`src/hdl/nearest_palette_color_core_defines.svh`:
```
// assertion macros shared by the nearest palette colour core
// depends on nothing; taken in by files that assert
`ifndef NEAREST_PALETTE_COLOR_CORE_DEFINES_SVH
`define NEAREST_PALETTE_COLOR_CORE_DEFINES_SVH

// same-cycle implication, disabled during reset
`define NPC_ASSERT_IMP(label, clk, rst_n, ante, cons, msg) \
	label: assert property (@(posedge clk) disable iff (!rst_n) (ante) |-> (cons)) \
		else $error(msg);

// next-cycle implication, disabled during reset
`define NPC_ASSERT_NXT(label, clk, rst_n, ante, cons, msg) \
	label: assert property (@(posedge clk) disable iff (!rst_n) (ante) |=> (cons)) \
		else $error(msg);

`endif

```
`src/hdl/npc_pkg.sv`:
```
// shared constants and types for the nearest palette colour core
// no dependencies
`default_nettype none

package npc_pkg;

	localparam int PALETTE_ENTRIES = 256;
	localparam int ADDR_W          = $clog2(PALETTE_ENTRIES);
	localparam int CHAN_W          = 8;
	localparam int ENTRY_W         = 3 * CHAN_W;
	localparam int COLOR_W         = 8;
	localparam int DIST_W          = CHAN_W + 2;

	// operation codes
	localparam logic OP_WRITE  = 1'b0;
	localparam logic OP_LOOKUP = 1'b1;

	typedef logic [ADDR_W-1:0]  addr_t;
	typedef logic [CHAN_W-1:0]  chan_t;
	typedef logic [ENTRY_W-1:0] entry_t;
	typedef logic [COLOR_W-1:0] color_t;
	typedef logic [DIST_W-1:0]  dist_t;
	typedef logic [COLOR_W:0]   index_ext_t;

	// tag that travels with each palette read through the scan pipeline
	typedef struct packed {
		logic  valid;
		logic  first;
		logic  last;
		logic  live;
		addr_t index;
	} npc_tag_t;

endpackage

`default_nettype wire

```
`src/hdl/npc_dist.sv`:
```
// manhattan distance stage between a palette entry and the query colour
// depends on npc_pkg
`default_nettype none

module npc_dist (
	input  wire logic              clk,
	input  wire logic              arst_n,
	input  wire npc_pkg::npc_tag_t tag_s1,
	input  wire npc_pkg::entry_t   entry,
	input  wire npc_pkg::chan_t    red,
	input  wire npc_pkg::chan_t    green,
	input  wire npc_pkg::chan_t    blue,
	output npc_pkg::npc_tag_t      tag_s2,
	output npc_pkg::dist_t         dist_s2
);

	npc_pkg::entry_t entry_m;
	npc_pkg::chan_t  er, eg, eb;
	npc_pkg::chan_t  dr, dg, db;
	npc_pkg::dist_t  dist_sum;

	// entries never written read as zero
	always_comb begin
		entry_m = tag_s1.live ? entry : '0;
		er = entry_m[3*npc_pkg::CHAN_W-1:2*npc_pkg::CHAN_W];
		eg = entry_m[2*npc_pkg::CHAN_W-1:npc_pkg::CHAN_W];
		eb = entry_m[npc_pkg::CHAN_W-1:0];
		dr = (red >= er) ? (red - er) : (er - red);
		dg = (green >= eg) ? (green - eg) : (eg - green);
		db = (blue >= eb) ? (blue - eb) : (eb - blue);
		dist_sum = npc_pkg::dist_t'(dr) + npc_pkg::dist_t'(dg) + npc_pkg::dist_t'(db);
	end

	// tag register
	always_ff @(posedge clk or negedge arst_n) begin
		if (!arst_n) begin
			tag_s2 <= '0;
		end else begin
			tag_s2 <= tag_s1;
		end
	end

	// distance register
	always_ff @(posedge clk) begin
		dist_s2 <= dist_sum;
	end

endmodule

`default_nettype wire

```
`config.mk`:
```
export PLATFORM = sky130hd
export DESIGN_NAME = npc_dist
export DESIGN_NICKNAME = d
export VERILOG_FILES = /design/src/hdl/nearest_palette_color_core_defines.svh /design/src/hdl/npc_pkg.sv /design/src/hdl/npc_dist.sv
export SDC_FILE = /design/constraint.sdc
export NUM_CORES = 1
export LEC_CHECK = 0
export ABC_AREA = 1
export BUFFER_PORTS_ARGS = -buffer_cell sky130_fd_sc_hd__buf_2
export CORE_ASPECT_RATIO = 0.9
export CORE_MARGIN = 3
export CORE_UTILIZATION = 40
export CTS_CLUSTER_DIAMETER = 50
export DETAILED_ROUTE_END_ITERATION = 16
export REMOVE_ABC_BUFFERS = 1
export SLEW_MARGIN = 40
export SYNTH_ARGS = -nofsm -noshare
export SYNTH_HDL_FRONTEND = slang
export SYNTH_SLANG_ARGS = --single-unit
```
`constraint.sdc`:
```
create_clock -name clk -period 0.8 [get_ports clk]
set_input_delay 0.12 -clock clk [delete_from_list [all_inputs] [get_ports clk]]
set_output_delay 0.12 -clock clk [all_outputs]
set_load 0.02 [all_outputs]
```
---- Word-level counts from Yosys, hierarchy flattened ----
Cells that the tools add are included.
word-level totals
  bits in registers ....................... 22
  word-level logic and storage cells ...... 21
  output and inout bits ................... 22
  input port bits ......................... 62
operators by class
  add/sub/neg operators ................... 8
  magnitude comparators ................... 3
  mux-type cells .......................... 4
operators by type and width
  cell            number
  $sub A8 B8 Y8   6
  $ge A8 B8 Y1    3
  $mux W24        1
  $mux W8         3
  $add A9 B8 Y10  1
  $add A8 B8 Y9   1

---- Logic depth before layout (Yosys ltp) ----
Gate-level depths: netlist of run 1.
  depth in word-level cells ............... 5
  depth in mapped cells ................... 23
  depth with buffers taken out ............ 22

---- Worst setup path after synthesis of run 1 ----
No wires, ideal clock.
  kind .................................... in2reg
  from .................................... input tag_s1[8] (netlist name)
  to ...................................... register dist_s2[7]
  data required time ...................... 0.677 ns
  cell stages on the path ................. 20
  setup time .............................. 0.123 ns
  path slack .............................. -2.794 ns
  path buffers ............................ 2
  arrival ................................. 3.471 ns
  cell sequence ........................... clkbuf_1 -> nand2_1 -> inv_1 -> ha_1 -> inv_1 -> fa_1 -> nand3_1 -> nand2_1 -> nand2_1 -> nand3b_2 -> buf_6 -> o21ai_0 -> fa_1 -> inv_1 -> ha_1 -> inv_1 -> fa_1 -> o21ai_0 -> a21oi_1 -> xor2_1
on the way
  longest elaborated chain between the ends .. 5
  elaborated cells on any way between the ends .. 15
  classes of those cells .................. add/sub (8); order compare (3); mux (4)
RTL lines
  what                                         line                            text
  start: declaration                           npc_dist.sv:8                   input wire npc_pkg::npc_tag_t tag_s1,
  $mux W24 (*)                                 npc_dist.sv:24                  entry_m = tag_s1.live ? entry : '0;
  $sub A8 B8 Y8, or another cell as far along  npc_dist.sv:28                  dr = (red >= er) ? (red - er) : (er - red);
  $mux W8 (on tied branches)                   npc_dist.sv:28, npc_dist.sv:29
  $add A8 B8 Y9                                npc_dist.sv:31                  dist_sum = npc_pkg::dist_t'(dr) + npc_pkg::dist_t'(dg) + npc_pkg::dist_t'(db);
  $add A9 B8 Y10 (*)                           npc_dist.sv:31
  via dist_sum[7]                              npc_dist.sv:20                  npc_pkg::dist_t dist_sum;
  end signal: assignment                       npc_dist.sv:45                  dist_s2 <= dist_sum;
  end: declaration                             npc_dist.sv:14                  output npc_pkg::dist_t dist_s2
Mark *: on every way through the listed nets, which the timed path passes. The rest lies on a longest branch.

---- Worst setup path in the final report of run 1 ----
Ends and elaborated chain as after synthesis.

==> results of run 1 <==
-- Yosys cell counts, drive strengths merged (2+ instances only) --
cell type	count
nor2	16
xor2	14
dfrtp	12
buf	7
nand3	54
or2	4
nand2	172
dfxtp	10
xnor2	8
nand4	9
inv	135
clkbuf	4
a21o	2
fa	15
ha	54
o21ai	21
a21oi	24
-- per-stage QoR --
| stage | instances | area, um^2 |
|---|---|---|
| CTS | 894 | 5850 |
| floorplan | 553 | 3550 |
| global placement | 868 | 4980 |
| global route | 900 | 6160 |
| finish | 900 | 6160 |
| detailed placement | 868 | 4980 |
-- kinds of logic after synthesis --
kind of cell / count (synthesis)
compound gates: 49
simple gates: 256
buf+inv: 146
fa+ha+maj: 69
xor+xnor: 22
flops: 22
-- how the worst min path moves through the flow --
stage	endpoint	slack (ns)	cells after the start
4_1_cts	tag_s2[8]	0.24	3
3_5_place_dp	tag_s2[9]	0.003	1
5_1_grt	tag_s2[8]	0.26	3
6_report	tag_s2[8]	0.25	3
2_1_floorplan	tag_s2[0]	-0.18	0
3_3_place_gp	tag_s2[8]	-0.002	1
-- flip-flops by register name, indices dropped and copies added, names as in the netlist --
register and flops:
tag_s2 12, dist_s2 10
-- critical path, cell delays in order --
cell     delay, ns
buf_12        0.09
buf_12        0.12
nand2_2       0.07
inv_2         0.07
ha_4          0.12
inv_1         0.07
fa_2          0.35
nand3_2       0.07
nand3_2       0.07
nand2_2       0.09
nand3_2       0.07
or2_1         0.23
o21ai_2       0.07
fa_1          0.43
inv_2         0.08
ha_4          0.13
inv_2         0.04
fa_2          0.39
o21ai_4       0.19
a21oi_2       0.09
xor2_1        0.14
-- area by class of cell --
type / instances / area [um^2] / share of cell area (%)
multi-input combinational: 396 / 3220 / 52.2
timing repair buffer: 224 / 1720 / 28.0
sequential: 22 / 513 / 8.33
inverter: 135 / 512 / 8.31
tap: 119 / 149 / 2.42
clock buffer: 4 / 45.0 / 0.731
-- metal layers --
metal	vias to the layer above	track usage, %	share of wire, %
li1	2147	-	-
met1	1854	26.9	45
met2	109	40.1	50
met3	10	1.20	4.4
met4	0	3.94	0.88
met5	-	0	0
-- power breakdown --
| part | total (mW) | leakage (nW) | internal, mW | switching (mW) |
|---|---|---|---|---|
| combinational | 9.92 | 3.17 | 5.03 | 4.89 |
| sequential | 1.65 | 0.224 | 1.51 | 0.138 |
| clock | 0.667 | 0.0228 | 0.354 | 0.313 |
-- what timing repair did --
action / 4_1_cts / 5_1_grt
cloned: 1 / 0
endpoints found under the setup margin: 32 / 32
hold buffers: 12 / 0
hold endpoints to repair: 23 / 0
pin swaps: 34 / 25
setup buffers: 9 / 6
gates resized for setup: 171 / 62
==> impl_results.md, run 1 <==
* Antenna cells at 0
* First-pass GRT wire length at about 18000 um
* Hold WC Path Type: input pin to flop
* Largest family of logic cells by synthesized area: simple AND/OR/NAND/NOR gates
* Req. time, crit path at approximately 0.94 ns
* Initial antenna violation count at 0
* Routed WL per cell at roughly 12 um
* Fin util at 70.9%
* Hold Vio Cnt, Final at 0
* Period minus WS final at 2.97 ns
* Post-synthesis compound-gate area fraction at 7.41%
* Layout area overhead at 69.6%
* Crit-path max FO at 7
* Synth Area in XOR/XNOR at 5.31%
* DR iter-0 viols at around 140
* Power Density at 1990 mW/mm^2
* Largest net degree at the start of global routing at 13
* Total power at 12.2 mW
* Routed wire length at 11100 um
* Simple-Gate Fraction of Synth Area at 30.5%
* H-tree depth at 1
* Max-Cap Viols at 0
* Via count at 4120
* Via density per instance at 4.58
* Vias in the first global route at a little over 4000
* Most common cell after layout, fill and taps aside: nand2_1
* Detail Route Antenna Nets at 0
* Commonest non-fill, non-tap cells in the layout: nand2_1 (139), buf_4 (119), inv_1 (108)
* Relative slew slack at approximately 82%
* Hold path start: tag_s1[8]
* Synth Instances at 564
* Final WS setup at -2.17 ns
* Critical path arrival at between 3 and 4 ns
* Number of synthesized register bits at 22
* Max Slew Vio Count at 0
* CP startpoint: tag_s1[8]
* Netlist cell types at 33
* Net count, final at a little over 900
* Most used DFF post-synth: dfrtp_1
* CTS tree: built
* Gpl congestion at 0.908
* Post-synthesis async set-or-reset flop share at 54.5%
* Critical Path End Type: flop
* Average cell area after synthesis at 6.44 um^2
* Failing checks: negative setup slack
* Least-Margin Pin Slew at 0.274 ns
* Worst hold slack at 0.254 ns
* Total track usage at 21.1%
* Clock sink count at 22
* DRC at 0
* Cell Rows at 32
* Seq/Total Area, Yosys at 13.8%
* Post-DP HPWL at 8250 um
* Mux cell area share after synthesis at 0%
* Post-synth EDFFs at 0
* Clock transition at the registers of the reported paths at about 0.070 ns
* Die span in x at between 100 and 150 um
* CP Class: input pin to flop
* Grt ovf at 0
* CTS buffer count at 3
* Share of layout cells above drive strength 1 at a little under half
* Clk root buf: clkbuf_8
* Synth warn at 0
* Fin Setup TNS at -19.61 ns
* Leakage power at 3.42 nW
* Buffers added on ports at 83
* Outcome: finished, violations left
* CP endpoint: dist_s2[7]
* Clk buf depth at 2
* Final worst path period share at 371%
* Pre-CTS WS at -2.86 ns
* Starting Density at about two fifths
* Layout filler cell count at 714
* Core area at between 0.008 and 0.009 mm^2
* Main area contributors after synthesis: ha_1 (19%), nand2_1 (18%), inv_1 (14%)
* Max rail drop VDD at 1.37 mV
* Final Setup Violations at 32
* Drt pass-1 iters at 5
* Post-Syn Area at 0.00363 mm^2
* RSZ-0062 raised after global routing: true
* I/O pin count at 84
* Adder-cell share of the synthesized area at between 20% and 30%
* Yosys top cell area share at 18.6%
* Die height at between 90 and 100 um
* DIE AREA at about 0.010 mm^2
* FMAX at around 340 MHz
* Post-synth top area cell: ha_1
* CP Launch Type: input pin
Note: power is estimated with default switching activity, not from simulation.
==> run 2: changes to the inputs <==
clock period = 3.72 ns   (was 0.8 ns; I/O delays follow)
==> run 2 against run 1 <==
The flow now finishes without violations. Core utilization down 14 points. First-iteration DRC count decreased by 12%. Setup slack better by 2.4 ns. Sequential power shrank 80%. Final cell count is 6.3% lower. Hold slack got worse by 0.088 ns. Power fell by 83%. Final area is 20% lower. Routed wire length is 17% lower. Sequential share of layout area is 1.8 points higher.
==> impl_results.md, run 2 (synthesis results as in run 1) <==
* DR iter-0 viols at 127 (-12%)
* Final Setup Violations at 0 (-100%)
* Post-DP HPWL at 8030 um (-2.6%)
* Most common cell type on the critical path: nand2_1
* Outcome: complete, no violations
* Comb power frac at 77.5% (-3.6 points)
* FMAX at 286 MHz
* Drt pass-1 iters at 4 (-1)
* Slowest-stage cell, CP: fa_1
* Core area at 0.00869 mm^2 (unchanged)
* Largest net degree at the start of global routing at 15 (+2)
* Power Density at 419 mW/mm^2 (-79%)
* Switching Share at 45.4% (+1.8 points)
* Internal power at 1.12 mW (-84%)
* Gpl congestion at 0.902 (-0.64%)
* Max incr delay on CP at 0.52 ns (+0.09 ns)
* Final worst path period share at 94.0%
* Vias in the first global route at 3561 (-13%)
* Worst path top cell family by delay: adder cells
* Routed WL per cell at 10.9 um (-12%)
* Layout area overhead at 35.4%
* CTS tree: built
* Multi-input gate area at 0.00263 mm^2 (-18%)
* Hold Vio Cnt, Final at 0 (unchanged)
* Commonest non-fill, non-tap cells in the layout: nand2_1 (165), inv_1 (133), buf_2 (82), buf_4 (82), ha_1 (51)
* Max Slew Vio Count at 0 (unchanged)
* Period minus WS final at 3.50 ns
* Max rail drop VDD at 0.262 mV (-81%)
* Buf+Inv Stages, Crit Path at 8 (+2)
* Net count, final at 856 (-6.2%)
* Leakage power at 3.06 nW (-11%)
* Critical Path End Type: flop
* Share of layout cells above drive strength 1 at 28.5% (-19 points)
* Clock share of power at 6.8% (+1.3 points)
* Crit-path max FO at 7 (unchanged)
* Detail Route Antenna Nets at 0 (unchanged)
* Die span in x at 106 um (unchanged)
* Routed wire length at 9220 um (-17%)
* DIE AREA at 0.0103 mm^2 (unchanged)
* Buffers added on ports at 83 (unchanged)
* Least-Margin Pin Slew at 0.310 ns (+0.0359 ns)
* Starting Density at 41.8% (unchanged)
* Number of flip-flops in the largest register at 12 (unchanged)
* Max-Cap Viols at 0 (unchanged)
* Placed Instances at 838 (-3.5%)
* Biggest regs: tag_s2 x12, dist_s2 x10
* Die height at 96.4 um (unchanged)
* Initial antenna violation count at 0 (unchanged)
* Cell Rows at 32 (unchanged)
* CP startpoint: tag_s1[8]
* Clk root buf: clkbuf_8
* Hold WC Path Type: input pin to async pin
* Antenna cells at 0 (unchanged)
* Most common cell after layout, fill and taps aside: nand2_1
* Sequential power share at 15.8% (+2.3 points)
* First-pass GRT wire length at 15100 um (-16%)
* Relative slew slack at 79.1% (-2.5 points)
* Total track usage at 17.3% (-3.8 points)
* Setup bufs post-CTS at 0 (-9)
* Biggest register: tag_s2
* Non-filler cells, final at 843 (-6.3%)
* Sequential Area at 500 um^2 (-2.4%)
* Fin util at 56.6% (-14 points)
* CTS buffer count at 3 (unchanged)
* Grt ovf at 0 (unchanged)
* Clk buf depth at 2 (unchanged)
* Via count at 3757 (-8.8%)
* Hold bufs inserted after CTS at 0 (-12)
* I/O pin count at 84 (unchanged)
* Clock sink count at 22 (unchanged)
* CP Class: input pin to flop
* Req. time, crit path at 3.87 ns (+2.93 ns)
* CP Launch Type: input pin
* Layout filler cell count at 875 (+23%)
* DRC at 0 (unchanged)
* Via density per instance at 4.46 (-2.6%)
* H-tree depth at 1 (unchanged)
* Sw Pwr at 0.935 mW (-82%)
* Clock transition at the registers of the reported paths at 0.07 ns (about the same)
* Critical path arrival at 3.64 ns (+0.53 ns)
==> run 2: cell count changes in the layout (fill, tap and decap cells not counted), moves of 24 or more <==
cell	before	now
buf_6	30	1
nand2_1	139	165
ha_1	27	51
inv_1	108	133
buf_4	119	82
==> run 2: what timing repair did <==
| action | CTS | global route |
|---|---|---|
| setup endpoints to repair | 3 | 6 |
| resized for setup | 2 | 28 |
| pin swaps | 0 | 2 |
| cloned | 0 | 1 |
==> run 2: worst max-delay path by stage <==
stage / to / slack (ns) / cells after the start
floorplan: dist_s2[7] / -0.03 / 18
global placement: dist_s2[7] / -0.26 / 21
detailed placement: dist_s2[7] / -0.42 / 21
CTS: dist_s2[7] / 0.03 / 21
global route: dist_s2[8] / -0.02 / 25
finish: dist_s2[8] / 0.22 / 25
==> run 2: through the flow <==
step / worst slack (ns) / TNS, ns / power, mW / hold slack [ns] / cell area (um^2)
after floorplan: -0.0266 / -0.0266 / 1.21 / 0.262 / 3550
after global placement: -0.256 / -0.862 / 1.72 / 0.436 / 4750
after detailed placement: -0.415 / -1.54 / 1.76 / 0.443 / 4750
after CTS: 0.0252 / 0 / 1.92 / 0.165 / 4800
after global routing: -0.0168 / -0.0168 / 2.28 / 0.173 / 4920
final: 0.223 / 0 / 2.06 / 0.166 / 4920
==> run 2: layer usage <==
metal  global-route usage [%]  wire, um  vias up
met5                        0         0        -
met4                     2.34        20        0
met3                     1.53       427        2
met2                     29.5      4160       75
met1                     24.7      4610     1643
li1                         -         -     2037
==> run 2: layout make-up <==
class,instances,share of cell area [%]
multi-input cells,396,53.6
repair buffers,167,22.0
inverters,135,10.3
flip-flops and latches,22,10.2
well taps,119,3.03
clock buffers,4,0.916
==> run 2: power groups by stage <==
stage / Combinational [mW] / Sequential, mW / Clock (mW)
3_3_place_gp: 1.40 / 0.329 / 0
6_report: 1.60 / 0.324 / 0.139
4_1_cts: 1.45 / 0.326 / 0.145
2_1_floorplan: 0.797 / 0.410 / 0
5_1_grt: 1.79 / 0.330 / 0.157
3_5_place_dp: 1.43 / 0.331 / 0
